--- src/hdl/decimal_date_time_to_epoch_macros.svh ---
// assertion helpers shared by the rtl
`ifndef DECIMAL_DATE_TIME_TO_EPOCH_MACROS_SVH
`define DECIMAL_DATE_TIME_TO_EPOCH_MACROS_SVH

// property that must hold at every edge outside reset
`define DTTE_ASSERT_ALWAYS(label, clk, rst_n, expr, msg) \
    label: assert property (@(posedge clk) disable iff (!rst_n) (expr)) else $error(msg);

// overlapping implication outside reset
`define DTTE_ASSERT_IMPLIES(label, clk, rst_n, ante, cons, msg) \
    label: assert property (@(posedge clk) disable iff (!rst_n) (ante) |-> (cons)) \
        else $error(msg);

`endif

--- src/hdl/dtte_pkg.sv ---
`default_nettype none

package dtte_pkg;

    localparam int C_DATE_W  = 28;
    localparam int C_TIME_W  = 21;
    localparam int C_ZONE_W  = 5;
    localparam int C_EPOCH_W = 40;

    // magnitude bits of the legal inputs
    localparam int C_DATE_MAG_W = C_DATE_W - 1;
    localparam int C_TIME_MAG_W = C_TIME_W - 1;

    // widths of the split fields and the intermediate sums
    localparam int C_DIG_W     = 7;
    localparam int C_YMD_Q_W   = 20;
    localparam int C_HMS_Q_W   = 14;
    localparam int C_YEAR_W    = 14;
    localparam int C_YRS_W     = 15;
    localparam int C_LEAPS_W   = 13;
    localparam int C_BASE_W    = 13;
    localparam int C_MDAYS_W   = 9;
    localparam int C_DAYS_W    = 23;
    localparam int C_TODS_W    = 20;
    localparam int C_HOURZ_W   = 8;

    localparam int C_RADIX        = 100;
    localparam int C_EPOCH_YEAR   = 1970;
    localparam int C_DAYS_PER_YR  = 365;
    localparam int C_SEC_PER_DAY  = 86400;
    localparam int C_SEC_PER_HOUR = 3600;
    localparam int C_SEC_PER_MIN  = 60;
    localparam int C_MONTHS       = 12;
    localparam int C_HOURS        = 24;
    localparam int C_MINUTES      = 60;
    localparam int C_SEC_LIMIT    = 60;

    // days before the start of each month, index = whole months elapsed
    localparam logic [C_MDAYS_W-1:0] C_CUM_NORMAL [C_MONTHS+1] = '{
        9'd0, 9'd31, 9'd59, 9'd90, 9'd120, 9'd151, 9'd181,
        9'd212, 9'd243, 9'd273, 9'd304, 9'd334, 9'd365
    };
    localparam logic [C_MDAYS_W-1:0] C_CUM_LEAP [C_MONTHS+1] = '{
        9'd0, 9'd31, 9'd60, 9'd91, 9'd121, 9'd152, 9'd182,
        9'd213, 9'd244, 9'd274, 9'd305, 9'd335, 9'd366
    };

    typedef struct packed {
        logic valid;
        logic illegal;
    } t_ctl;

    // days of the whole months before the given month, capped at a full year
    function automatic logic [C_MDAYS_W-1:0] f_month_days(input logic [C_DIG_W-1:0] month,
                                                          input logic leap);
        logic [3:0] idx;
        if (month == '0) begin
            idx = 4'd0;
        end else if (month > C_DIG_W'(C_MONTHS + 1)) begin
            idx = 4'(C_MONTHS);
        end else begin
            idx = 4'(month - C_DIG_W'(1));
        end
        return leap ? C_CUM_LEAP[idx] : C_CUM_NORMAL[idx];
    endfunction

endpackage

`default_nettype wire

--- src/hdl/dtte_cal.sv ---
`default_nettype none
`include "decimal_date_time_to_epoch_macros.svh"

module dtte_cal import dtte_pkg::*; (
    input  logic                       i_clk,
    input  logic                       i_rst_n,
    input  t_ctl                       i_ctl,
    input  logic [C_YEAR_W-1:0]        i_year,
    input  logic [C_DIG_W-1:0]         i_month,
    input  logic [C_DIG_W-1:0]         i_mday,
    input  logic [C_DIG_W-1:0]         i_hour,
    input  logic [C_DIG_W-1:0]         i_min,
    input  logic [C_DIG_W-1:0]         i_sec,
    output t_ctl                       o_ctl,
    output logic                       o_out_of_range,
    output logic signed [C_YRS_W-1:0]  o_yrs,
    output logic signed [C_BASE_W-1:0] o_base,
    output logic [C_DIG_W-1:0]         o_hour,
    output logic [C_DIG_W-1:0]         o_min,
    output logic [C_DIG_W-1:0]         o_sec
);

    t_ctl                       r_ctl;
    logic                       r_oor;
    logic signed [C_YRS_W-1:0]  r_yrs;
    logic signed [C_BASE_W-1:0] r_base;
    logic [C_DIG_W-1:0]         r_hour;
    logic [C_DIG_W-1:0]         r_min;
    logic [C_DIG_W-1:0]         r_sec;

    logic signed [C_YRS_W-1:0]   n_yrs;
    logic signed [C_YRS_W-1:0]   w_q;
    logic signed [C_LEAPS_W-1:0] w_leaps;
    logic                        w_leap;
    logic [C_MDAYS_W-1:0]        w_mdays;
    logic signed [C_BASE_W-1:0]  n_base;
    logic                        n_oor;

    always_comb begin
        n_yrs   = $signed({1'b0, i_year}) - C_YRS_W'(C_EPOCH_YEAR);
        // year 1968 is the leap year just before the epoch
        w_q     = n_yrs + C_YRS_W'(2);
        w_leaps = C_LEAPS_W'(w_q >>> 2);
        w_leap  = (w_q[1:0] == 2'b00);
        // a leap year's own day falls inside the month table
        if (w_leap) begin
            w_leaps = w_leaps - C_LEAPS_W'(1);
        end
        w_mdays = f_month_days(i_month, w_leap);
        n_base  = $signed(C_BASE_W'(w_mdays)) + $signed(C_BASE_W'(i_mday))
                - C_BASE_W'(1) + C_BASE_W'(w_leaps);
        n_oor   = !i_ctl.illegal
                && (i_sec > C_DIG_W'(C_SEC_LIMIT) || i_min >= C_DIG_W'(C_MINUTES)
                    || i_hour >= C_DIG_W'(C_HOURS) || i_month > C_DIG_W'(C_MONTHS));
    end

    always_ff @(posedge i_clk) begin
        if (!i_rst_n) begin
            r_ctl <= '0;
        end else begin
            r_ctl <= i_ctl;
        end
    end

    always_ff @(posedge i_clk) begin
        r_oor  <= n_oor;
        r_yrs  <= n_yrs;
        r_base <= n_base;
        r_hour <= i_hour;
        r_min  <= i_min;
        r_sec  <= i_sec;
    end

    assign o_ctl          = r_ctl;
    assign o_out_of_range = r_oor;
    assign o_yrs          = r_yrs;
    assign o_base         = r_base;
    assign o_hour         = r_hour;
    assign o_min          = r_min;
    assign o_sec          = r_sec;

    `DTTE_ASSERT_IMPLIES(a_rem_digits, i_clk, i_rst_n, i_ctl.valid,
        i_mday < C_DIG_W'(C_RADIX) && i_month < C_DIG_W'(C_RADIX)
        && i_min < C_DIG_W'(C_RADIX) && i_sec < C_DIG_W'(C_RADIX),
        "remainder digit pair out of range")
    `DTTE_ASSERT_IMPLIES(a_top_digits, i_clk, i_rst_n, i_ctl.valid && !i_ctl.illegal,
        i_year < C_YEAR_W'(C_RADIX * C_RADIX) && i_hour < C_DIG_W'(C_RADIX),
        "year or hour out of range on a legal transaction")

endmodule

`default_nettype wire

--- config.mk ---
export PLATFORM = sky130hd
export DESIGN_NAME = dtte_cal
export DESIGN_NICKNAME = d
export VERILOG_FILES = /design/src/hdl/dtte_pkg.sv /design/src/hdl/dtte_cal.sv
export VERILOG_INCLUDE_DIRS = /design/src /design/src/hdl
export SDC_FILE = /design/constraint.sdc
export NUM_CORES = 1
export LEC_CHECK = 0
export BUFFER_PORTS_ARGS = -buffer_cell sky130_fd_sc_hd__buf_2
export CORE_ASPECT_RATIO = 0.9
export CORE_MARGIN = 2
export CORE_UTILIZATION = 50
export DETAILED_ROUTE_END_ITERATION = 7
export GPL_TIMING_DRIVEN = 0
export PLACE_DENSITY = 0.79
export RECOVER_POWER = 100
export SYNTH_ARGS = -nofsm -noshare
export SYNTH_HDL_FRONTEND = slang
export SYNTH_SLANG_ARGS = --single-unit
--- constraint.sdc ---
create_clock -name i_clk -period 6.8 [get_ports i_clk]
set_clock_uncertainty 0.05 [all_clocks]
set_input_delay 0.68 -clock i_clk [delete_from_list [all_inputs] [get_ports i_clk]]
set_output_delay 0.68 -clock i_clk [all_outputs]
set_load 0.02 [all_outputs]
==> results by group <==
Placement
  • Post-placement cell count: 587
  • Gpl congestion: 0.9023
  • HPWL after DPL: 5.933 mm
  • Port bufs: 100

Die
  • Initial Utilization: 52.06%
  • DIE HEIGHT: 82.77 um
  • Die width: 91.52 um
  • I/O pins: 105
  • Std cell rows: 28
  • Core ar.: 6621 um2
  • Die ar.: 7575 um2

Power
  • Leak: 1.847 nW
  • Sw Ratio: 38.50%
  • Comb power frac: 41.9%
  • Pwr Density: 235.1 nW/um2
  • Sequential fraction of design power: 38.8%
  • Power share of the clock group: 19.4%
  • Cell Int Power: 0.0005882 W
  • P_sw: 0.0003682 W
  • Peak supply drop: 0.09623 mV

Synth
  • Post-synth cell types: 65
  • Post-synth EDFFs: 0
  • Ys async rst share: 0%
  • Seq cells post-synth: 52
  • Syn_nets: 491
  • Syn_area_per_cell: 8.683 um2
  • Post-synthesis instance total: 397
  • Yosys warns: 0
  • Sequential-to-total area share from yosys stat: 30.20%
  • Mapped Area: 3447 um2
  • Most used DFF post-synth: dfxtp_1

Clock network
  • Clock tree buffer depth: 2
  • CTS root buffer: clkbuf_8
  • Sink Count: 52
  • # resized after CTS: 0
  • H-tree depth: 2
  • Post-CTS Hold Fix Bufs: 0
  • Number of CTS-inserted buffers: 5
  • Clock transition at path regs: 0.10 ns
  • CTS tree: yes
  • Post-CTS Setup Repair Bufs: 0

Layout
  • Fin cells: 595
  • Final Core Density: 61.45%
  • Antenna cells: 0
  • Filler cell count: 641
  • Final #Nets: 598
  • Area delta synth->final: 18.04%
  • Layout cell share with drive strength beyond 1: 13.27%

STA
  • Max Fclk: 162.3 MHz
  • Setup Total Neg Slack: 0 ns
  • Period utilization: 90.59%
  • Final Hold Viols: 0
  • Final setup fails: 0
  • Unrepaired setup endpoints after global routing: no
  • Fin crit period: 6.160 ns
  • Max transition margin: 21.83%
  • Worst slew pin tran: 1.162 ns
  • Max-slew violations: 0

Detailed routing
  • DRT antenna net count: 0
  • DR iter-0 viols: 77
  • Drt drc: 0
  • Avg WL per Cell: 12.37 um
  • Wirelength, routed: 7.363 mm
  • Vias: 3059
  • Vias per inst: 5.141
  • DRT Pass-1 Iters: 4

Global route
  • Number of global-route vias before repair: 2797
  • Pin count of the biggest net entering global routing: 19
  • Global route total overflow: 0
  • Grt peak-use layer: met2
  • Met2 usage: 35.59%
  • Grt met3 use: 4.065%
  • First-pass GRT wire length: 11.92 mm
  • Initial antenna violation count: 0
  • Total GRT Usage: 19.33%
  • Met1 Use GR: 22.39%

Critical path
  • Worst-path fanout max: 10
  • Crit path DAT: 6.32 ns
  • Crit start category: primary input
  • Crit path kind: in2reg
  • CP required: 6.96 ns
  • Critical path capture point type: flip-flop

Run
  • Max cap viols: 0

Hold path
  • Worst min-delay path category: in2reg

Outcome
  • Outcome: completed
-- flip-flops by register name (all words and copies together) (netlist names) --
name	flops
o_base	13
o_ctl	2
o_hour	7
o_min	7
o_out_of_range	1
o_sec	7
o_yrs	15
-- power groups by stage --
stage | Combinational [W] | Sequential, W | Clock [W]
2_1_floorplan | 0.000225 | 0.000448 | 0
3_3_place_gp | 0.000404 | 0.000376 | 0
3_5_place_dp | 0.000415 | 0.000376 | 0
4_1_cts | 0.000417 | 0.000369 | 0.000190
5_1_grt | 0.000444 | 0.000376 | 0.000203
6_report | 0.000400 | 0.000371 | 0.000185
-- Yosys cell counts, drive strengths merged (2+ instances only) --
cell    count  area share [%]
a211o       2            0.54
a211oi      3            0.80
a21boi      2            0.76
a21o        4            0.87
a21oi      21             3.0
a22oi       2            0.44
a31o        2            0.51
a31oi       4            0.73
a41oi       2            0.51
and2        4            0.73
and3        5            0.91
buf         4             1.1
clkbuf      5            0.54
dfxtp      52              30
fa          2             1.2
ha         39              14
inv        42             4.6
nand2      31             3.4
nand2b      5            0.91
nand3       8             1.2
nand4       3            0.54
nand4b      3            0.94
nor2       27             2.9
nor2b       5            0.98
nor3        8             1.2
nor3b       3            0.65
o21a        4            0.87
o21ai      20             3.0
o21bai      5             1.1
o22ai       2            0.36
o41ai       2            0.51
or2         2            0.36
or3         5            0.91
or4         2            0.44
xnor2      27             7.1
xor2       19             4.8
-- logic make-up after synthesis --
kind of cell               after synthesis  synth area share (%)
AOI/OAI and AO/OA                       86                 17.17
xor gates and xnor gates                47                 12.56
adders and majority gates               41                 15.32
buffers and inverters                   51                 6.243
DFF                                     52                 30.20
muxes                                    1                0.2904
and+or+nand+nor                        119                 18.22
-- per-stage QoR --
| stage | hold slack (ns) | instance area, um2 | worst slack [ns] | power [W] |
|---|---|---|---|---|
| CTS | 0.4027 | 4156 | 0.6365 | 0.0009768 |
| global route | 0.3893 | 4069 | 0.02211 | 0.001024 |
| finish | 0.4094 | 4069 | 0.6398 | 0.0009564 |
| global placement | 0.7320 | 4060 | 0.3554 | 0.0007798 |
| detailed placement | 0.7339 | 4060 | 0.3058 | 0.0007910 |
| floorplan | 0.6577 | 3447 | 1.154 | 0.0006736 |
-- cell usage in the layout (no fill, tap or decap), types with 8 or more instances in the layout --
cell type,n
nand2_1,31
o21ai_0,19
xor2_1,19
inv_1,42
clkbuf_1,64
nor3_1,8
buf_2,42
ha_1,39
dfxtp_1,52
xnor2_1,26
a21oi_1,21
nor2_1,27
nand3_1,8
-- layer usage --
| layer | vias to the layer above | routed length (um) | share of wire (%) |
|---|---|---|---|
| met5 | - | 0 | 0 |
| met4 | 0 | 101 | 1.4 |
| met3 | 11 | 472 | 6.4 |
| met2 | 113 | 3464 | 47 |
| met1 | 1354 | 3324 | 45 |
| li1 | 1581 | - | - |
-- final timing paths --
| check | start | to | slack [ns] | depth (start not counted) |
|---|---|---|---|---|
| setup / recovery | i_month[6] | o_base[12] | 0.64 | 26 |
| hold / removal | i_hour[2] | o_hour[2] | 0.41 | 1 |
-- area by class of cell --
| class | instances | area [um2] | area share (%) |
|---|---|---|---|
| Clock buffer | 5 | 68.82 | 1.691 |
| Buffer | 9 | 57.56 | 1.415 |
| Clock inverter | 3 | 27.53 | 0.6765 |
| Tap cell | 90 | 112.6 | 2.768 |
| Sequential cell | 52 | 1041 | 25.58 |
| Multi-Input combinational cell | 294 | 2177 | 53.51 |
| Timing Repair Buffer | 100 | 426.7 | 10.49 |
| Inverter | 42 | 157.7 | 3.875 |
-- critical path: stages --
cell	delay, ns
buf_2	0.10
nor3_1	0.44
o31ai_1	0.23
a2bb2oi_1	0.17
o22ai_1	0.36
clkbuf_1	0.35
nand2_1	0.18
o22ai_1	0.20
o21ai_0	0.11
ha_1	0.29
inv_1	0.04
ha_1	0.22
fa_1	0.40
a21o_1	0.18
a21oi_1	0.23
o21bai_1	0.11
a21oi_1	0.22
o21bai_1	0.09
a21oi_1	0.17
xnor2_1	0.09
ha_1	0.37
nand3_1	0.11
nand2_1	0.05
a41o_1	0.22
o41ai_1	0.26
xnor3_1	0.44
Power figures use the tool's default switching activity.
