### config.mk
export PLATFORM = sky130hd
export DESIGN_NAME = dtte_accum
export DESIGN_NICKNAME = d
export VERILOG_FILES = /design/src/hdl/decimal_date_time_to_epoch_macros.svh /design/src/hdl/dtte_pkg.sv /design/src/hdl/dtte_accum.sv
export SDC_FILE = /design/constraint.sdc
export NUM_CORES = 1
export LEC_CHECK = 0
export ABC_AREA = 1
export ABC_CLOCK_PERIOD_IN_PS = 7530
export BUFFER_PORTS_ARGS = -buffer_cell sky130_fd_sc_hd__buf_2
export CAP_MARGIN = 20
export CORE_MARGIN = 1
export CORE_UTILIZATION = 25
export CTS_CLUSTER_SIZE = 8
export DETAILED_ROUTE_END_ITERATION = 8
export PLACE_DENSITY = 0.45
export SYNTH_ARGS = -nofsm -noshare
export SYNTH_HDL_FRONTEND = slang
export SYNTH_SLANG_ARGS = --single-unit
### constraint.sdc
create_clock -name i_clk -period 7.53 [get_ports i_clk]
set_clock_uncertainty 0.05 [all_clocks]
set_input_delay 1.506 -clock i_clk [delete_from_list [all_inputs] [get_ports i_clk]]
set_output_delay 1.506 -clock i_clk [all_outputs]
set_load 0.005 [all_outputs]
### src/hdl/decimal_date_time_to_epoch_macros.svh
// assertion helpers shared by the rtl
`ifndef DECIMAL_DATE_TIME_TO_EPOCH_MACROS_SVH
`define DECIMAL_DATE_TIME_TO_EPOCH_MACROS_SVH

// property that must hold at every edge outside reset
`define DTTE_ASSERT_ALWAYS(label, clk, rst_n, expr, msg) \
    label: assert property (@(posedge clk) disable iff (!rst_n) (expr)) else $error(msg);

// overlapping implication outside reset
`define DTTE_ASSERT_IMPLIES(label, clk, rst_n, ante, cons, msg) \
    label: assert property (@(posedge clk) disable iff (!rst_n) (ante) |-> (cons)) \
        else $error(msg);

`endif

### src/hdl/dtte_pkg.sv
`default_nettype none

package dtte_pkg;

    localparam int C_DATE_W  = 28;
    localparam int C_TIME_W  = 21;
    localparam int C_ZONE_W  = 5;
    localparam int C_EPOCH_W = 40;

    // magnitude bits of the legal inputs
    localparam int C_DATE_MAG_W = C_DATE_W - 1;
    localparam int C_TIME_MAG_W = C_TIME_W - 1;

    // widths of the split fields and the intermediate sums
    localparam int C_DIG_W     = 7;
    localparam int C_YMD_Q_W   = 20;
    localparam int C_HMS_Q_W   = 14;
    localparam int C_YEAR_W    = 14;
    localparam int C_YRS_W     = 15;
    localparam int C_LEAPS_W   = 13;
    localparam int C_BASE_W    = 13;
    localparam int C_MDAYS_W   = 9;
    localparam int C_DAYS_W    = 23;
    localparam int C_TODS_W    = 20;
    localparam int C_HOURZ_W   = 8;

    localparam int C_RADIX        = 100;
    localparam int C_EPOCH_YEAR   = 1970;
    localparam int C_DAYS_PER_YR  = 365;
    localparam int C_SEC_PER_DAY  = 86400;
    localparam int C_SEC_PER_HOUR = 3600;
    localparam int C_SEC_PER_MIN  = 60;
    localparam int C_MONTHS       = 12;
    localparam int C_HOURS        = 24;
    localparam int C_MINUTES      = 60;
    localparam int C_SEC_LIMIT    = 60;

    // days before the start of each month, index = whole months elapsed
    localparam logic [C_MDAYS_W-1:0] C_CUM_NORMAL [C_MONTHS+1] = '{
        9'd0, 9'd31, 9'd59, 9'd90, 9'd120, 9'd151, 9'd181,
        9'd212, 9'd243, 9'd273, 9'd304, 9'd334, 9'd365
    };
    localparam logic [C_MDAYS_W-1:0] C_CUM_LEAP [C_MONTHS+1] = '{
        9'd0, 9'd31, 9'd60, 9'd91, 9'd121, 9'd152, 9'd182,
        9'd213, 9'd244, 9'd274, 9'd305, 9'd335, 9'd366
    };

    typedef struct packed {
        logic valid;
        logic illegal;
    } t_ctl;

    // days of the whole months before the given month, capped at a full year
    function automatic logic [C_MDAYS_W-1:0] f_month_days(input logic [C_DIG_W-1:0] month,
                                                          input logic leap);
        logic [3:0] idx;
        if (month == '0) begin
            idx = 4'd0;
        end else if (month > C_DIG_W'(C_MONTHS + 1)) begin
            idx = 4'(C_MONTHS);
        end else begin
            idx = 4'(month - C_DIG_W'(1));
        end
        return leap ? C_CUM_LEAP[idx] : C_CUM_NORMAL[idx];
    endfunction

endpackage

`default_nettype wire

### src/hdl/dtte_accum.sv
`default_nettype none

module dtte_accum import dtte_pkg::*; (
    input  logic                        i_clk,
    input  logic                        i_rst_n,
    input  t_ctl                        i_ctl,
    input  logic                        i_out_of_range,
    input  logic signed [C_YRS_W-1:0]   i_yrs,
    input  logic signed [C_BASE_W-1:0]  i_base,
    input  logic [C_DIG_W-1:0]          i_hour,
    input  logic [C_DIG_W-1:0]          i_min,
    input  logic [C_DIG_W-1:0]          i_sec,
    input  logic signed [C_ZONE_W-1:0]  i_zone,
    output logic                        o_done,
    output logic [C_EPOCH_W-1:0]        o_epoch_seconds,
    output logic                        o_input_illegal,
    output logic                        o_fields_out_of_range
);

    // stage d: year days and time of day
    t_ctl                        r_d_ctl;
    logic                        r_d_oor;
    logic signed [C_DAYS_W-1:0]  r_d_yd;
    logic signed [C_BASE_W-1:0]  r_d_base;
    logic signed [C_TODS_W-1:0]  r_d_tods;
    // stage e: total days
    t_ctl                        r_e_ctl;
    logic                        r_e_oor;
    logic signed [C_DAYS_W-1:0]  r_e_days;
    logic signed [C_TODS_W-1:0]  r_e_tods;
    // stage f: days in seconds
    t_ctl                        r_f_ctl;
    logic                        r_f_oor;
    logic signed [C_EPOCH_W-1:0] r_f_dsec;
    logic signed [C_TODS_W-1:0]  r_f_tods;
    // output stage
    logic                        r_done;
    logic [C_EPOCH_W-1:0]        r_epoch;
    logic                        r_illegal;
    logic                        r_oor;

    logic signed [C_HOURZ_W-1:0] w_hour_z;
    logic signed [C_TODS_W-1:0]  n_tods;
    logic signed [C_DAYS_W-1:0]  n_yd;
    logic signed [C_DAYS_W-1:0]  n_days;
    logic signed [C_EPOCH_W-1:0] n_dsec;
    logic signed [C_EPOCH_W-1:0] n_total;

    always_comb begin
        w_hour_z = $signed({1'b0, i_hour}) + C_HOURZ_W'(i_zone);
        n_tods   = C_TODS_W'(w_hour_z) * C_TODS_W'(C_SEC_PER_HOUR)
                 + $signed(C_TODS_W'(i_min) * C_TODS_W'(C_SEC_PER_MIN))
                 + $signed(C_TODS_W'(i_sec));
        n_yd     = C_DAYS_W'(i_yrs) * C_DAYS_W'(C_DAYS_PER_YR);
        n_days   = r_d_yd + C_DAYS_W'(r_d_base);
        n_dsec   = C_EPOCH_W'(r_e_days) * C_EPOCH_W'(C_SEC_PER_DAY);
        n_total  = r_f_dsec + C_EPOCH_W'(r_f_tods);
    end

    always_ff @(posedge i_clk) begin
        if (!i_rst_n) begin
            r_d_ctl <= '0;
            r_e_ctl <= '0;
            r_f_ctl <= '0;
            r_done  <= 1'b0;
        end else begin
            r_d_ctl <= i_ctl;
            r_e_ctl <= r_d_ctl;
            r_f_ctl <= r_e_ctl;
            r_done  <= r_f_ctl.valid;
        end
    end

    always_ff @(posedge i_clk) begin
        r_d_oor   <= i_out_of_range;
        r_d_yd    <= n_yd;
        r_d_base  <= i_base;
        r_d_tods  <= n_tods;
        r_e_oor   <= r_d_oor;
        r_e_days  <= n_days;
        r_e_tods  <= r_d_tods;
        r_f_oor   <= r_e_oor;
        r_f_dsec  <= n_dsec;
        r_f_tods  <= r_e_tods;
        r_epoch   <= r_f_ctl.illegal ? '0 : n_total;
        r_illegal <= r_f_ctl.illegal;
        r_oor     <= r_f_oor;
    end

    assign o_done                = r_done;
    assign o_epoch_seconds       = r_epoch;
    assign o_input_illegal       = r_illegal;
    assign o_fields_out_of_range = r_oor;

endmodule

`default_nettype wire

==> metrics, run 1 <==
HP Start=r_e_tods[8]; Routed Antenna Nets=0; Total Nets Final=~3000; Synth cell types=41; EDFF count, synth=0; FF-to-FF End=r_f_dsec[37]; CP top delay family=adder cells; max-capacitance violation count=0; IO buf count=101; Post-Syn Nets=between 2000 and 3000; worst slew pin tran=1.001 ns; Initial Util=25.25%; final wirelength=42190 um; Required @ worst endpoint=between 7 and 8 ns; final setup vio count=0; Post-CTS Setup Bufs=0; internal reg-to-reg setup slack=about 3.2 ns; Slew Viols, Final=0; Critical-path top delay cell=fa_1; reg2reg start=r_e_days[6]; htree depth=1; WL per Instance=12.09 um; Post-Syn Area per Cell=approximately 7.7 um^2; Die Y=273.5 um; n_diodes=0; maximum root-to-sink buffer count=3; post-CTS sizing=0; Async SR Flop Fraction=0%; relative slew slack=about 33%; worst path bufs/invs=6; Vias/cell=around 4.1; Tcrit/Tclk final=between 70% and 80%; DRC=0; outcome=finished clean; Die Area=74790 um^2; unrepaired setup endpoints after global routing=no; Rows=99; Worst-Skew Late Latency=~0.57 ns; Worst-path clk slew=roughly 0.05 ns; total track usage=between 10% and 20%; Root Buffer Master=clkbuf_16; CP Max Fanout=6; CTS buffer count=30; io pins=about 100; Synth Instances=roughly 2400; worst hold path endpoint=r_f_tods[8]; max incr delay on CP=approximately 0.54 ns; first-pass GRT wire length=just over 70000 um; Overflow after GRT=0; startpoint types=input pin; core region area=about 73000 um^2; Hold Crit Class=flip-flop to flip-flop; area grow syn2layout=13.69%; largest net degree at the start of global routing=32; worst r2r path cells=15; Crit Path Class=input pin to flip-flop; area of the mapped netlist=18420 um^2; CTS tree=yes; Final Hold Viols=0; Period minus WS final=~6 ns; Hold Buf Count CTS=0; setup total negative slack=0 ns; dpl hpwl=approximately 37000 um; Seq/Total Area, Yosys=between 20% and 30%; Synthesis Warnings=0; #FFs+latches synth=around 200; drt first-iter violations=around 580; Top FF cell, synth=dfxtp_1; highest clock rate=around 0.17 GHz; GP Congestion=around 0.88; First-pass DRT Iterations=5; routed vias=between 10000 and 15000; vias in the first global route=about 14000; Chip Width=roughly 270 um; CP endpoint kind=flip-flop; hold depth=0; crit path DAT=~6.3 ns; layout cells sized above 1=6.875%; initial antenna violation count=0; Sink Count=around 200
layer usage:
metal | vias up | track usage, % | part of all wire, %
li1 | 7711 | - | -
met4 | 0 | 2.426 | 1.5
met5 | - | 0 | 0
met2 | 135 | 19.71 | 46
met1 | 6296 | 15.68 | 50
met3 | 40 | 1.237 | 2.6
cells by family after synthesis:
group           after synthesis  synth area share, %
flops                       204                22.17
buf+inv                     532                10.85
compound gates              229                6.703
fa+ha+maj                   439                35.64
simple gates                917                20.82
xor+xnor                     76                3.817
synthesized netlist by cell type (3+ instances only):
| cell | number | area (um^2) |
|---|---|---|
| nor4_1 | 4 | 25.02 |
| inv_2 | 3 | 11.26 |
| o21a_1 | 5 | 37.54 |
| and2_1 | 4 | 25.02 |
| nand2_1 | 555 | 2083 |
| o211ai_1 | 3 | 22.52 |
| nand4_1 | 24 | 150.1 |
| a21oi_1 | 135 | 675.7 |
| inv_1 | 524 | 1967 |
| nand3_1 | 102 | 510.5 |
| o21ai_1 | 4 | 20.02 |
| a31oi_1 | 3 | 18.77 |
| nor2_2 | 6 | 37.54 |
| nor2_1 | 169 | 634.4 |
| xor2_1 | 51 | 446.7 |
| clkbuf_1 | 3 | 11.26 |
| ha_1 | 296 | 3704 |
| nand3b_1 | 6 | 45.04 |
| xnor2_1 | 23 | 201.4 |
| a21boi_0 | 3 | 22.52 |
| o21bai_1 | 13 | 97.59 |
| nor3_2 | 3 | 30.03 |
| nand2_2 | 14 | 87.58 |
| o21ai_0 | 54 | 270.3 |
| a21o_1 | 6 | 45.04 |
| nor3_1 | 19 | 95.09 |
| dfxtp_1 | 204 | 4084 |
| fa_1 | 143 | 2863 |
cell type report:
type,instances,area [um^2]
well taps,959,1200
flip-flops and latches,204,4084
repair buffers,101,505.5
clock inverters,2,35.03
multi-input cells,1661,12340
fillers,7995,52010
inverters,527,1978
clock buffers,36,803.3
how the worst max path moves through the flow:
stage | start | to | slack, ns | cells past startpoint
global placement | i_hour[0] | r_d_tods[18] | 1.05 | 25
CTS | i_hour[0] | r_d_tods[18] | 1.61 | 25
finish | i_hour[0] | r_d_tods[18] | 1.61 | 25
floorplan | i_hour[0] | r_d_tods[18] | 1.44 | 24
global route | i_zone[0] | r_d_tods[18] | 1.29 | 25
detailed placement | i_hour[0] | r_d_tods[18] | 1.01 | 25
registers in the layout (all words and copies together), names as in the netlist, 2 cells and up:
name / cells
o_epoch_seconds: 40
r_f_ctl: 2
r_e_days: 23
r_f_tods: 20
r_d_base: 13
r_e_ctl: 2
r_e_tods: 20
r_f_dsec: 33
r_d_ctl: 2
r_d_yd: 23
r_d_tods: 20
cell usage in the layout, fill, tap and decap left out, types with 2 or more instances in the layout:
cell type | netlist | final
inv_1 | 524 | 524
nand2_1 | 555 | 555
nand2_4 | 2 | 2
fa_1 | 143 | 143
nor2_4 | 2 | 2
a31oi_1 | 3 | 3
ha_1 | 296 | 296
and2_1 | 4 | 4
nor3_1 | 19 | 19
a21boi_0 | 3 | 3
nand2_2 | 14 | 14
buf_2 | 2 | 101
o21ai_0 | 54 | 54
nand4_1 | 24 | 24
xnor2_1 | 23 | 23
nor4_2 | 2 | 2
a21oi_1 | 135 | 135
o21a_1 | 5 | 5
nor2_1 | 169 | 169
nor4_1 | 4 | 4
nand3_1 | 102 | 102
clkbuf_8 | 0 | 3
clkbuf_1 | 3 | 3
o211ai_1 | 3 | 3
o21bai_1 | 13 | 13
nor2_2 | 6 | 6
dfxtp_1 | 204 | 204
inv_2 | 3 | 3
o21ai_1 | 4 | 4
nand3b_1 | 6 | 6
nor3_2 | 3 | 3
a21o_1 | 6 | 6
clkbuf_16 | 0 | 30
xor2_1 | 51 | 51
xor2_4 | 2 | 2
per-stage QoR:
stage / cell area (um^2) / setup WS (ns) / hold WS [ns] / instances / util (%)
3_5_place_dp: 20110 / 1.012 / 0.2621 / 3452 / 27.56
3_3_place_gp: 20110 / 1.052 / 0.2599 / 3452 / 27.56
6_report: 20950 / 1.609 / 0.2674 / 3490 / 28.71
2_1_floorplan: 18420 / 1.435 / 0.2596 / 2397 / -
5_1_grt: 20950 / 1.294 / 0.2751 / 3490 / 28.71
4_1_cts: 20950 / 1.608 / 0.2687 / 3490 / 28.71
worst reg2reg max path: stages (launching register included):
cell and delay, ns:
dfxtp_1 0.47, ha_1 0.28, ha_1 0.27, inv_1 0.05, fa_1 0.52, inv_1 0.05, fa_1 0.50, fa_1 0.49
ha_1 0.39, a21oi_1 0.20, a21boi_0 0.34, nand3_1 0.25, nand3_1 0.19, nand2_1 0.07, nand2_1 0.06, nand2_1 0.05
Power of run 1 is not shown: default switching activity piles up to over one toggle a cycle in this logic, so the estimate is an artifact.
==> inputs of run 2 (changes only) <==
Settings changed: ABC_CLOCK_PERIOD_IN_PS 7530 to 4900, PLACE_DENSITY 0.45 to 0.47.
Clock period 7.53 ns to 4.9 ns, I/O delays scaled along.
==> run 2 against run 1 <==
Effect of this change:
- the flow now finishes with violations (DRC)
- worst hold slack worse by 0.012 ns
- non-clock buffer count up 115
- flip-flop and latch count unchanged
- via count up 3.8%
- sequential share of layout area down 0.96 points
- global-route usage up 0.42 points
- utilization up 1.5 points
- worst setup slack worse by 1.4 ns
- critical path depth unchanged
- die area unchanged
- critical path type unchanged
- highest routed layer is now met5
==> metrics, run 2 (synthesis gave the netlist of run 1 again) <==
CP Max Fanout=4; Required @ worst endpoint=5.30 ns; unrepaired setup endpoints after global routing=yes; Sink Count=204; max reg flops=40; Worst-Skew Late Latency=0.58 ns; n_diodes=0; Initial Util=roughly a quarter; First-pass DRT Iterations=8; IO buf count=just over 100; largest net degree at the start of global routing=32; io pins=between 100 and 150; routed vias=14730; GP Congestion=0.8620; max-capacitance violation count=0; initial antenna violation count=1; drt first-iter violations=roughly 530; layout cells sized above 1=12.43%; commonest non-fill, non-tap cell in the layout=nand2_1; failing checks=DRC; vias in the first global route=14860; relative slew slack=37.22%; most frequent cells in the layout=nand2_1 (550), inv_1 (516), ha_1 (285), dfxtp_1 (204), nor2_1 (166); core region area=72960 um^2; Worst-path clk slew=about 0.050 ns; first-pass GRT wire length=73510 um; Tcrit/Tclk final=between 90% and 100%; DRC=4; Chip Width=273.5 um; Routed Antenna Nets=0; Slew Viols, Final=0; highest clock rate=0.2120 GHz; total track usage=11.99%; CP endpoint kind=flip-flop; Hold Buf Count CTS=0; Rows=99; Non-Filler Instances=roughly 3600; Die Y=between 200 and 300 um; Final Hold Viols=0; Total Nets Final=3139; Period minus WS final=~4.7 ns; CTS buffer count=31; maximum root-to-sink buffer count=3; final setup vio count=0; layout filler cell count=a little under 8000; startpoint types=input pin; Crit Path Class=input pin to flip-flop; Root Buffer Master=clkbuf_16; htree depth=1; outcome=complete, but fails checks; final wirelength=between 40000 and 50000 um; Vias/cell=roughly 4.1; Hold Crit Class=flip-flop to flip-flop; Design Area, Final=between 20000 and 25000 um^2; Overflow after GRT=0; worst slew pin tran=around 0.94 ns; CTS tree=yes; WL per Instance=~12 um; crit path DAT=between 5 and 6 ns; area grow syn2layout=19.55%; setup total negative slack=0 ns; dpl hpwl=37690 um; number of instances in the placed design=3564; area post-placement=approximately 21000 um^2; Die Area=~75000 um^2
-- run 2: cell count changes in the layout (fill, tap and decap cells not counted), sizes merged --
| cell | previous run | this run |
|---|---|---|
| clkbuf | 36 | 34 |
| clkinvlp | 0 | 2 |
| buf | 101 | 216 |
| inv | 527 | 528 |
-- run 2: area by class of cell --
type,instances,area (um^2),area share [%]
clock buffers,34,797.0,3.618
clock inverters,5,45.04,0.2045
inverters,527,1978,8.981
multi-input cells,1661,12540,56.94
flip-flops and latches,204,4084,18.54
well taps,959,1200,5.448
repair buffers,216,1381,6.271
-- run 2: layer usage --
layer	GRT usage, %	up-vias	routed length (um)
met2	20.17	150	19460
met3	1.351	41	1176
li1	-	7936	-
met1	16.39	6599	21770
met5	0	-	13
met4	2.558	2	803
-- run 2: metrics by stage --
step	setup WS (ns)	hold WS [ns]	util (%)
floorplan	-0.1786	0.2596	-
global placement	-0.4512	0.2602	28.91
detailed placement	-0.4809	0.2621	28.91
CTS	0.1246	0.2628	30.06
global route	-0.02779	0.2631	30.19
finish	0.1838	0.2554	30.19
-- run 2: path summary, 6_finish.rpt --
kind	endpoint	startpoint	slack [ns]	depth (start not counted)
setup / recovery	r_d_tods[18]	i_hour[0]	0.18	25
hold reg to reg	r_f_tods[5]	r_e_tods[5]	0.26	0
setup reg to reg	r_f_dsec[37]	r_e_days[8]	0.54	15
hold / removal	r_f_tods[5]	r_e_tods[5]	0.26	0
-- run 2: critical path, stage by stage --
cell and delay, ns:
buf_6 0.07, ha_4 0.14, inv_2 0.03, fa_2 0.37
inv_2 0.08, a31o_4 0.16, xor2_4 0.16, fa_1 0.43
ha_1 0.30, inv_1 0.07, fa_1 0.42, fa_1 0.50
inv_2 0.05, ha_4 0.22, xnor2_2 0.13, ha_1 0.35
nand2_2 0.08, nor2_2 0.10, nand2_1 0.06, nand3_1 0.12
nand2_2 0.07, inv_2 0.07, nand2_1 0.05, nand2_1 0.05
nand2_1 0.04
-- run 2: what timing repair did --
action,CTS,global route
setup endpoints to repair,0,6
gates resized for setup,0,16
buffers inserted,0,3
Power of run 2 is left out for the same reason.
