==> src/hdl/decimal_date_time_to_epoch_macros.svh <==
// assertion helpers shared by the rtl
`ifndef DECIMAL_DATE_TIME_TO_EPOCH_MACROS_SVH
`define DECIMAL_DATE_TIME_TO_EPOCH_MACROS_SVH

// property that must hold at every edge outside reset
`define DTTE_ASSERT_ALWAYS(label, clk, rst_n, expr, msg) \
    label: assert property (@(posedge clk) disable iff (!rst_n) (expr)) else $error(msg);

// overlapping implication outside reset
`define DTTE_ASSERT_IMPLIES(label, clk, rst_n, ante, cons, msg) \
    label: assert property (@(posedge clk) disable iff (!rst_n) (ante) |-> (cons)) \
        else $error(msg);

`endif

==> src/hdl/dtte_pkg.sv <==
`default_nettype none

package dtte_pkg;

    localparam int C_DATE_W  = 28;
    localparam int C_TIME_W  = 21;
    localparam int C_ZONE_W  = 5;
    localparam int C_EPOCH_W = 40;

    // magnitude bits of the legal inputs
    localparam int C_DATE_MAG_W = C_DATE_W - 1;
    localparam int C_TIME_MAG_W = C_TIME_W - 1;

    // widths of the split fields and the intermediate sums
    localparam int C_DIG_W     = 7;
    localparam int C_YMD_Q_W   = 20;
    localparam int C_HMS_Q_W   = 14;
    localparam int C_YEAR_W    = 14;
    localparam int C_YRS_W     = 15;
    localparam int C_LEAPS_W   = 13;
    localparam int C_BASE_W    = 13;
    localparam int C_MDAYS_W   = 9;
    localparam int C_DAYS_W    = 23;
    localparam int C_TODS_W    = 20;
    localparam int C_HOURZ_W   = 8;

    localparam int C_RADIX        = 100;
    localparam int C_EPOCH_YEAR   = 1970;
    localparam int C_DAYS_PER_YR  = 365;
    localparam int C_SEC_PER_DAY  = 86400;
    localparam int C_SEC_PER_HOUR = 3600;
    localparam int C_SEC_PER_MIN  = 60;
    localparam int C_MONTHS       = 12;
    localparam int C_HOURS        = 24;
    localparam int C_MINUTES      = 60;
    localparam int C_SEC_LIMIT    = 60;

    // days before the start of each month, index = whole months elapsed
    localparam logic [C_MDAYS_W-1:0] C_CUM_NORMAL [C_MONTHS+1] = '{
        9'd0, 9'd31, 9'd59, 9'd90, 9'd120, 9'd151, 9'd181,
        9'd212, 9'd243, 9'd273, 9'd304, 9'd334, 9'd365
    };
    localparam logic [C_MDAYS_W-1:0] C_CUM_LEAP [C_MONTHS+1] = '{
        9'd0, 9'd31, 9'd60, 9'd91, 9'd121, 9'd152, 9'd182,
        9'd213, 9'd244, 9'd274, 9'd305, 9'd335, 9'd366
    };

    typedef struct packed {
        logic valid;
        logic illegal;
    } t_ctl;

    // days of the whole months before the given month, capped at a full year
    function automatic logic [C_MDAYS_W-1:0] f_month_days(input logic [C_DIG_W-1:0] month,
                                                          input logic leap);
        logic [3:0] idx;
        if (month == '0) begin
            idx = 4'd0;
        end else if (month > C_DIG_W'(C_MONTHS + 1)) begin
            idx = 4'(C_MONTHS);
        end else begin
            idx = 4'(month - C_DIG_W'(1));
        end
        return leap ? C_CUM_LEAP[idx] : C_CUM_NORMAL[idx];
    endfunction

endpackage

`default_nettype wire

==> src/hdl/dtte_div100.sv <==
`default_nettype none

module dtte_div100 import dtte_pkg::*; #(
    parameter int W = 20
) (
    input  logic               i_clk,
    input  logic [W-1:0]       i_x,
    output logic [W-1:0]       o_quot,
    output logic [C_DIG_W-1:0] o_rem
);

    // reciprocal scaled so the estimate is the quotient or one below it
    localparam int K = W + 7;
    localparam logic [W:0] M = (W+1)'((64'd1 << K) / C_RADIX);

    logic [W-1:0] r_x;
    logic [2*W:0] r_prod;
    logic [W-1:0] r_quot;
    logic [C_DIG_W-1:0] r_rem;

    logic [W-1:0] w_q0;
    logic [W-1:0] w_r0;
    logic         w_fix;
    logic [W-1:0] n_quot;
    logic [C_DIG_W-1:0] n_rem;

    always_ff @(posedge i_clk) begin
        r_x    <= i_x;
        r_prod <= (2*W+1)'(i_x) * (2*W+1)'(M);
    end

    always_comb begin
        w_q0  = W'(r_prod[2*W:K]);
        w_r0  = r_x - w_q0 * W'(C_RADIX);
        w_fix = (w_r0 >= W'(C_RADIX));
        if (w_fix) begin
            n_quot = w_q0 + W'(1);
            n_rem  = C_DIG_W'(w_r0 - W'(C_RADIX));
        end else begin
            n_quot = w_q0;
            n_rem  = C_DIG_W'(w_r0);
        end
    end

    always_ff @(posedge i_clk) begin
        r_quot <= n_quot;
        r_rem  <= n_rem;
    end

    assign o_quot = r_quot;
    assign o_rem  = r_rem;

endmodule

`default_nettype wire

==> config.mk <==
export PLATFORM = sky130hd
export DESIGN_NAME = dtte_div100
export DESIGN_NICKNAME = d
export VERILOG_FILES = /design/src/hdl/decimal_date_time_to_epoch_macros.svh /design/src/hdl/dtte_pkg.sv /design/src/hdl/dtte_div100.sv
export SDC_FILE = /design/constraint.sdc
export NUM_CORES = 1
export LEC_CHECK = 0
export BUFFER_PORTS_ARGS = -buffer_cell sky130_fd_sc_hd__buf_2
export CAP_MARGIN = 30
export CELL_PAD_IN_SITES_DETAIL_PLACEMENT = 0
export CELL_PAD_IN_SITES_GLOBAL_PLACEMENT = 1
export CORE_MARGIN = 2
export CORE_UTILIZATION = 56
export CTS_BUF_LIST = sky130_fd_sc_hd__clkbuf_4 sky130_fd_sc_hd__clkbuf_8
export DETAILED_ROUTE_END_ITERATION = 12
export PLACE_DENSITY = 0.88
export SETUP_SLACK_MARGIN = 0.1
export SLEW_MARGIN = 20
export SYNTH_ARGS = -nofsm -noshare
export SYNTH_HDL_FRONTEND = slang
export SYNTH_SLANG_ARGS = --single-unit
export TNS_END_PERCENT = 50
==> constraint.sdc <==
create_clock -name i_clk -period 13 [get_ports i_clk]
set_input_delay 1.3 -clock i_clk [delete_from_list [all_inputs] [get_ports i_clk]]
set_output_delay 1.3 -clock i_clk [all_outputs]
set_load 0.02 [all_outputs]
==> results.cfg, run 1 <==
[die]
die_w_um = 139
dieArea_mm2 = 0.0193
initial_core_util = 0.570
dieHeight_um = 139
core_region_area_mm2 = 0.0179
io_pins = 48
core.rowCount = 49

[drt]
wl_per_cell_um = 16.3
firstDrtPassIters = 4
route.detailed.drc = 0
vias = 6929
routed_via_density = 5.31
first_iter_violations = 290
finalWirelength_um = 21300
ant_nets = 0

[clock_tree]
post_cts_resize_count = 0
cts_setup_buffers = 0
cts_tree = built
cts-root-buf = clkbuf_8
cts_max_level = 2
cts.sinks = 56
numCtsBuffers = 5
cts_hold_buf = 0
cts_buffer_depth = 2
clkLatencyLatePin_ns = 0.32
clkTransAtPathRegs_ns = 0.11

[synth]
synth_async_sr_flop_share = 0
avgSynthCellArea_um2 = 9.88
ys_types = 65
yosys_register_bits = 56
syn_area_mm2 = 0.0102
synth_seq_area_share = 0.110
ys.flop_type = dfxtp_1
yosysWarnings = 0
syn_inst = 1032
synth-edff-count = 0

[critical_path]
reg2reg_from = r_prod[27]
cp.required_ns = 13.22
critical_path_class = in2reg
critical-path-top-delay-family = adder cells
cp.arrival_ns = 7.82
cpMaxStageDelayCell = fa_1
crit_fanout = 8
endpoint_kind = flip-flop
startpoint_type = input port
crit_path_max_incr_delay_ns = 0.64
crit_path_start = i_x[11]
cp.buffers_inverters = 7

[sta]
whs_ns = 0.358
hold_viol = 0
rsz0062_at_grt = no
setup_viol = 0
slew_violations = 0
period_share = 0.584
min_period_ns = 7.60
fmax_mhz = 132
tightest_slew_ns = 0.866
skew_ns = 0.0121
slew_headroom = 0.418
setup_tns_ns = 0
fin_ws_ns = 5.40

[flow_run]
maxCapViolCount = 0

[global_routing]
grt_pass1_vias = 7357
grt_max_degree = 20
antenna_found_initial = 0
grt_first_pass_wirelength_um = 36500
grtUsageTotal = 0.237
grt_overflow_total = 0

[cells_and_area]
diodes = 0
drive_above_1_share = 0.0576
nFillCells = 1553
seqCellArea_mm2 = 0.00112
area_growth_pct = 5.28
nNetsFinal = 1492
multiInputGateArea_mm2 = 0.00810

[place]
portBuffers = 42
dpl.hpwl_um = 19200
place.gp.congestion = 0.895
place_ws_ns = 5.07

[hold_path]
hp-class = reg2reg
min_from = r_prod[1]

[outcome]
outcome = complete, no violations
[registers in the layout, indices dropped and copies added, names as in the netlist]
signal  flops
o_rem       7
o_quot     15
r_x        15
r_prod     19
[layout make-up]
| class | count | area share |
|---|---|---|
| clock buffers | 5 | 0.00641 |
| clock inverters | 3 | 0.00245 |
| inverters | 245 | 0.0857 |
| multi-input cells | 726 | 0.755 |
| flip-flops and latches | 56 | 0.104 |
| well taps | 229 | 0.0267 |
| repair buffers | 42 | 0.0196 |
[worst reg2reg max path, delay by kind of cell, from the launching register on]
kind | cells | cell delay, ns
adders and majority gates | 5 | 1.60
DFF | 1 | 0.53
xor gates and xnor gates | 2 | 0.31
AOI/OAI and AO/OA | 11 | 2.63
and+or+nand+nor | 5 | 1.12
[cell usage after synthesis (2+ instances only)]
library cell,count,area (um^2)
and3_1,6,37.5
nor2_1,35,131
o2111ai_1,5,43.8
nand4_1,10,62.6
nand2_2,2,12.5
and2_1,3,18.8
a21o_1,15,113
a21boi_0,2,15.0
nand3_1,20,100
ha_1,253,3170
a31oi_1,3,18.8
nor4_1,2,12.5
xnor2_1,31,272
or2_2,2,12.5
a311o_1,2,20.0
nand2_1,31,116
o21bai_1,3,22.5
dfxtp_1,56,1120
o31a_1,2,17.5
nor2b_1,5,31.3
o21ai_0,27,135
o211ai_1,4,30.0
o31ai_1,3,22.5
a221oi_1,3,26.3
a2bb2oi_1,2,17.5
a21oi_1,35,175
nor3_1,7,35.0
fa_1,142,2840
o21a_1,3,22.5
xor2_1,19,166
a2111o_1,2,22.5
a211oi_1,4,30.0
inv_1,245,920
or3_1,3,18.8
buf_4,5,37.5
nand2b_1,6,37.5
and4_1,2,17.5
nor3b_1,2,15.0
o21ai_1,3,15.0
buf_6,2,22.5
[cells in the final DEF, fill, tap and decap left out, types with 3 or more instances in the layout]
cell and count:
a21oi_1 35, nor2_1 35, nor2b_1 5, o21bai_1 3, nand2_1 31, nor3_1 7
xor2_1 19, or3_1 3, nand2b_1 6, o31ai_1 3, o21a_1 3, dfxtp_1 56
conb_1 5, a31oi_1 3, o211ai_1 4, inv_1 245, a21o_1 15, and3_1 6
ha_1 253, o21ai_1 3, nand4_1 10, and2_1 3, a211oi_1 4, buf_2 42
fa_1 142, xnor2_1 31, o21ai_0 27, clkbuf_8 5, a221oi_1 3, nand3_1 20
o2111ai_1 5
[metrics by stage]
step / cells / utilization / area [um^2]
finish: 1306 / 0.600 / 10700
global route: 1306 / 0.600 / 10700
CTS: 1306 / 0.600 / 10700
detailed placement: 1298 / 0.594 / 10600
global placement: 1298 / 0.594 / 10600
floorplan: 1036 / - / 10200
[per-layer routing]
metal  part of all wire  up-vias  wire length, um  track usage
li1                   -     3464                -            -
met1               0.47     3379            10100        0.339
met2               0.49       73            10400        0.406
met3              0.025       13              537      0.00898
met4              0.011        0              242       0.0468
met5                  0        -                0            0
[cells by family after synthesis]
family	synth area share
fa+ha+maj	0.589
simple gates	0.0683
flops	0.110
other cells	0.000368
compound gates	0.0902
buf+inv	0.0969
xor+xnor	0.0429
mux	0.00209
[path summary, 6_finish.rpt]
kind         slack, ns  depth (start not counted)          to
max reg2reg       6.71                         23  o_quot[12]
min reg2reg       0.36                          0    o_rem[1]
max               5.40                         25  r_prod[40]
min               0.36                          0    o_rem[1]
Power of run 1 is not shown: default switching activity piles up to over one toggle a cycle in this logic, so the estimate is an artifact.
==> run 2: changes to the inputs <==
--- a/config.mk
+++ b/config.mk
@@ -10,10 +10,10 @@
 export CELL_PAD_IN_SITES_DETAIL_PLACEMENT = 0
 export CELL_PAD_IN_SITES_GLOBAL_PLACEMENT = 1
 export CORE_MARGIN = 2
-export CORE_UTILIZATION = 56
+export CORE_UTILIZATION = 52
 export CTS_BUF_LIST = sky130_fd_sc_hd__clkbuf_4 sky130_fd_sc_hd__clkbuf_8
 export DETAILED_ROUTE_END_ITERATION = 12
-export PLACE_DENSITY = 0.88
+export PLACE_DENSITY = 0.83
 export SETUP_SLACK_MARGIN = 0.1
 export SLEW_MARGIN = 20
 export SYNTH_ARGS = -nofsm -noshare
==> constraint.sdc (replaced) <==
create_clock -name i_clk -period 7.1 [get_ports i_clk]
set_input_delay 0.71 -clock i_clk [delete_from_list [all_inputs] [get_ports i_clk]]
set_output_delay 0.71 -clock i_clk [all_outputs]
set_load 0.02 [all_outputs]
==> run 2 against run 1 <==
Sequential cell count unchanged. Global-route usage decreased by 0.23 points. Critical path depth unchanged. Worst hold slack about the same. Final cell count increased by 4.7%. Count of clock-buffer cells in the layout unchanged. Routed wire length increased by 5.0%. First-iteration DRC count decreased by 2.4%.
==> results.cfg, run 2 (same netlist as run 1, synthesis figures left out) <==
[outcome]
outcome = complete, no violations

[drt]
first_iter_violations = 283
routed_via_density = 5.21
ant_nets = 0
wl_per_cell_um = 16.4
met1_length_um = 10600
routed-wl-met2_um = 10800
highest_layer = met4
route.detailed.drc = 0
vias = 7124
finalWirelength_um = 22400
firstDrtPassIters = 6
met3WireLength_um = 690

[sta]
min_period_ns = 6.67
slew_headroom = 0.565
setup_tns_ns = 0
slew_violations = 0
period_share = 0.939
hold_viol = 0
setup_viol = 0
fmax_mhz = 150
rsz0062_at_grt = no
fin_ws_ns = 0.432
tightest_slew_ns = 0.647
skew_ns = 0.0188

[clock_tree]
clkLatencyLatePin_ns = 0.33
numCtsBuffers = 5
cts_setup_buffers = 0
cts-root-buf = clkbuf_8
cts_max_level = 2
cts_tree = built
cts_buffer_depth = 2
cts.sinks = 56
post_cts_resize_count = 0
clkTransAtPathRegs_ns = 0.12
cts_hold_buf = 0

[die]
dieHeight_um = 144
die_w_um = 144
dieArea_mm2 = 0.0207
core_region_area_mm2 = 0.0193
io_pins = 48
initial_core_util = 0.527
core.rowCount = 51

[global_routing]
antenna_found_initial = 0
grt_pass1_vias = 7537
grt_overflow_total = 0
grt_first_pass_wirelength_um = 37700
grtUsageTotal = 0.234
grt_max_degree = 21

[critical_path]
reg2reg_from = r_prod[31]
critical_path_class = in2reg
cp.arrival_ns = 6.89
crit_fanout = 4
r2r_slack_ns = 0.66
crit_path_max_incr_delay_ns = 0.65
rr_worst_depth = 25
cp.required_ns = 7.32
startpoint_type = input port
reg2reg_to = o_quot[14]
endpoint_kind = flip-flop
cpMaxStageDelayCell = fa_1

[hold_path]
min_to = o_rem[1]
hold_depth = 0
hp-class = reg2reg
min_from = r_prod[1]

[place]
place.gp.congestion = 0.918
dpl.hpwl_um = 20200
portBuffers = 42
dpl_cell_area_mm2 = 0.0109
place_ws_ns = 0.0583

[cells_and_area]
largest_reg_flops = 19
drive_above_1_share = 0.0808
top_register = r_prod
diodes = 0
final_common_cell = ha_1
area_growth_pct = 7.69
fin_area_mm2 = 0.0110
nNetsFinal = 1517
final_cell_mix = ha_1 (253), inv_1 (245), fa_1 (142), dfxtp_1 (55), buf_2 (42)

[flow_run]
maxCapViolCount = 0
## run 2: cell count changes in the layout (fill, tap and decap cells not counted), sizes merged
cell / change
clkinv: +1
inv: -1
buf: +25
## run 2: worst max path at each step
| stage | startpoint | end | slack [ns] | cells past startpoint |
|---|---|---|---|---|
| 2_1_floorplan | i_x[17] | r_prod[40] | 0.42 | 24 |
| 3_3_place_gp | i_x[11] | r_prod[40] | 0.14 | 25 |
| 3_5_place_dp | i_x[11] | r_prod[40] | 0.06 | 25 |
| 4_1_cts | i_x[11] | r_prod[40] | 0.38 | 25 |
| 5_1_grt | r_prod[31] | o_quot[14] | 0.12 | 25 |
| 6_report | i_x[11] | r_prod[40] | 0.43 | 25 |
## run 2: critical path, delay by kind of cell
family / cells / cell delay, ns
xor+xnor: 1 / 0.14
buf+inv: 7 / 0.46
compound gates: 8 / 1.76
fa+ha+maj: 8 / 3.74
simple gates: 1 / 0.08
## run 2: routing by layer
layer / global-route usage / vias to the layer above
li1: - / 3510
met1: 0.332 / 3483
met4: 0.0408 / 0
met3: 0.0195 / 20
met5: 0 / -
met2: 0.400 / 111
## run 2: layout make-up
| cell class | instances | area, um^2 |
|---|---|---|
| Clock buffer | 5 | 68.8 |
| Clock inverter | 3 | 33.8 |
| Fill cell | 1734 | 8350 |
| Inverter | 245 | 920 |
| Multi-Input combinational cell | 726 | 8110 |
| Sequential cell | 56 | 1120 |
| Tap cell | 265 | 332 |
| Timing Repair Buffer | 67 | 398 |
## run 2: per-stage QoR
step	utilization	cells	hold slack, ns
5_1_grt	0.568	1367	0.375
3_5_place_dp	0.562	1359	0.337
2_1_floorplan	-	1036	0.331
6_report	0.568	1367	0.358
4_1_cts	0.568	1367	0.358
3_3_place_gp	0.562	1359	0.337
Power of run 2 is left out for the same reason.
==> run 3: changes to the inputs <==
--- a/config.mk
+++ b/config.mk
@@ -5,15 +5,16 @@
 export SDC_FILE = /design/constraint.sdc
 export NUM_CORES = 1
 export LEC_CHECK = 0
+export ABC_AREA = 1
 export BUFFER_PORTS_ARGS = -buffer_cell sky130_fd_sc_hd__buf_2
 export CAP_MARGIN = 30
 export CELL_PAD_IN_SITES_DETAIL_PLACEMENT = 0
 export CELL_PAD_IN_SITES_GLOBAL_PLACEMENT = 1
 export CORE_MARGIN = 2
-export CORE_UTILIZATION = 52
+export CORE_UTILIZATION = 50
 export CTS_BUF_LIST = sky130_fd_sc_hd__clkbuf_4 sky130_fd_sc_hd__clkbuf_8
 export DETAILED_ROUTE_END_ITERATION = 12
-export PLACE_DENSITY = 0.83
+export PLACE_DENSITY = 0.82
 export SETUP_SLACK_MARGIN = 0.1
 export SLEW_MARGIN = 20
 export SYNTH_ARGS = -nofsm -noshare
==> run 3 against run 2 <==
Register-to-register slack better by 0.93 ns. Critical endpoint is now r_prod[33]. Fmax up 12%. Global-route usage up 1.2 points. Non-clock buffer count down 25. Area after synthesis up 11%. Utilization down 3.7 points. Worst hold slack better by 0.0014 ns. First-iteration DRC count up 12%. Die area up 15%.
==> results.cfg, run 3 <==
[critical_path]
cp.buffers_inverters = 7
cp.required_ns = 7.32
cpMaxStageDelayCell = fa_1
critical_path_class = in2reg
cp.arrival_ns = 6.19
cp_cell_sequence = buf_2, fa_1, inv_1, fa_1, inv_1, fa_1, inv_1, fa_1, inv_1, fa_1, inv_1, fa_1, inv_1, ha_1, ha_1, a21o_1, a31oi_1, nand2_1, a211oi_1, o21ai_0, xor2_1
startpoint_type = input port
r2r_slack_ns = 1.59
critical-path-top-delay-family = adder cells
crit_path_max_incr_delay_ns = 0.64
endpoint_kind = flip-flop
crit_fanout = 8

[sta]
skew_ns = 0.00904
min_period_ns = 5.97
setup_viol = 0
period_share = 0.841
fmax_mhz = 167
setup_tns_ns = 0
hold_viol = 0
slew_violations = 0
slew_headroom = 0.557
tightest_slew_ns = 0.663
rsz0062_at_grt = no

[synth]
synthTopCellsByArea = ha_1 (28%), fa_1 (25%), inv_1 (11%), dfxtp_1 (9.9%), nand2_1 (8.4%)
syn_inst = 1381
avgSynthCellArea_um2 = 8.19
ys_types = 36
synth-compound-area-share = 0.0627
synth_top_area_frac = 0.280
synthTopCellsByCount = inv_1 (326), nand2_1 (254), ha_1 (253)
yosysMostFrequentCell = inv_1
yosysWarnings = 0
synth_top_family_by_area = adder cells
synth-simple-area-share = 0.159
synthMuxAreaShare = 0
synth-xor-area-share = 0.0318
synth_async_sr_flop_share = 0
synth-edff-count = 0
yosys.area_share.adder = 0.531
ys.flop_type = dfxtp_1
yosys_register_bits = 56
synth_seq_area_share = 0.0991
yosys.area.top_type = ha_1
syn_area_mm2 = 0.0113

[die]
core_region_area_mm2 = 0.0224
initial_core_util = 0.504
core.rowCount = 55
io_pins = 48
dieHeight_um = 154
dieArea_mm2 = 0.0238
die_w_um = 154

[flow_run]
maxCapViolCount = 0

[clock_tree]
cts_setup_buffers = 0
cts_max_level = 2
cts-root-buf = clkbuf_8
post_cts_resize_count = 0
numCtsBuffers = 5
clkLatencyLatePin_ns = 0.34
clkTransAtPathRegs_ns = 0.11
cts.sinks = 56
cts_buffer_depth = 2
cts_hold_buf = 0
cts_tree = built

[drt]
vias = 8630
finalWirelength_um = 27700
first_iter_violations = 316
wl_per_cell_um = 16.2
firstDrtPassIters = 5
ant_nets = 0
routed_via_density = 5.05
route.detailed.drc = 0

[global_routing]
grt_use_met1 = 0.315
grt_first_pass_wirelength_um = 45800
antenna_found_initial = 0
grtUsageMet2 = 0.454
met3_usage = 0.0123
grt_overflow_total = 0
grtUsageTotal = 0.247
grt.busiest_layer = met2
grt_max_degree = 22
grt_pass1_vias = 8784

[outcome]
outcome = complete, no violations

[place]
place.gp.congestion = 0.943
portBuffers = 42
dpl_cell_area_mm2 = 0.0118
dpl.hpwl_um = 24700
dp_cells = 1702

[cells_and_area]
diodes = 0
final_cells = 1710
final_cell_mix = inv_1 (326), nand2_1 (254), ha_1 (253), fa_1 (142), nor2_1 (73)
area_growth_pct = 5.33
nNetsFinal = 1840
drive_above_1_share = 0.0470
largest_reg_flops = 19
final_common_cell = inv_1
fin_area_mm2 = 0.0119
top_register = r_prod
finalCoreUtilization = 0.531

[hold_path]
hp-class = reg2reg
-- run 3: final cells by class --
type	instances	area [um^2]
Inverter	329	1230
Multi-Input combinational cell	990	8890
Sequential cell	56	1120
Fill cell	2189	10500
Clock inverter	2	17.5
Timing Repair Buffer	42	210
Tap cell	285	357
Clock buffer	6	82.6
-- run 3: logic make-up after synthesis --
group / Yosys count
other: 1
buffers and inverters: 339
AND/OR/NAND/NOR: 424
XOR/XNOR: 41
adder cells (fa/ha/maj): 395
AO/OA/AOI/OAI: 125
flip-flops: 56
-- run 3: worst paths after layout --
| kind | startpoint | to | cells past startpoint |
|---|---|---|---|
| worst max-delay path | i_x[11] | r_prod[33] | 21 |
| worst min-delay path | r_prod[0] | o_rem[0] | 0 |
| worst max register to register | r_prod[27] | o_quot[4] | 27 |
| worst min register to register | r_prod[0] | o_rem[0] | 0 |
-- run 3: worst register-to-register path, cell delays in order, from the launching register on --
cell,delay [ns]
dfxtp_1,0.56
ha_1,0.33
ha_1,0.27
ha_1,0.30
inv_1,0.06
fa_1,0.45
nand3b_1,0.18
nand2_1,0.14
a21oi_1,0.11
o21ai_0,0.26
nand2_1,0.10
a21oi_1,0.13
nor2_1,0.06
xor2_1,0.14
ha_1,0.34
inv_1,0.09
nor3_2,0.20
nand2_1,0.10
nor2_1,0.09
nand2_1,0.07
nand3_2,0.10
inv_2,0.03
a21oi_1,0.13
nand2_1,0.10
nor2_4,0.52
nand2_4,0.30
nand2_1,0.13
nand2_1,0.10
-- run 3: metal layers --
layer / share of wire / up-vias
met5: 0 / -
met4: 0.028 / 0
met3: 0.015 / 40
met2: 0.51 / 96
met1: 0.44 / 4087
li1: - / 4407
-- run 3: through the flow --
stage          hold slack (ns)  setup slack (ns)
3_3_place_gp             0.334             0.843
3_5_place_dp             0.340             0.804
4_1_cts                  0.361              1.16
2_1_floorplan            0.331              1.38
6_report                 0.359              1.13
5_1_grt                  0.368             0.801
Power of run 3 is left out for the same reason.
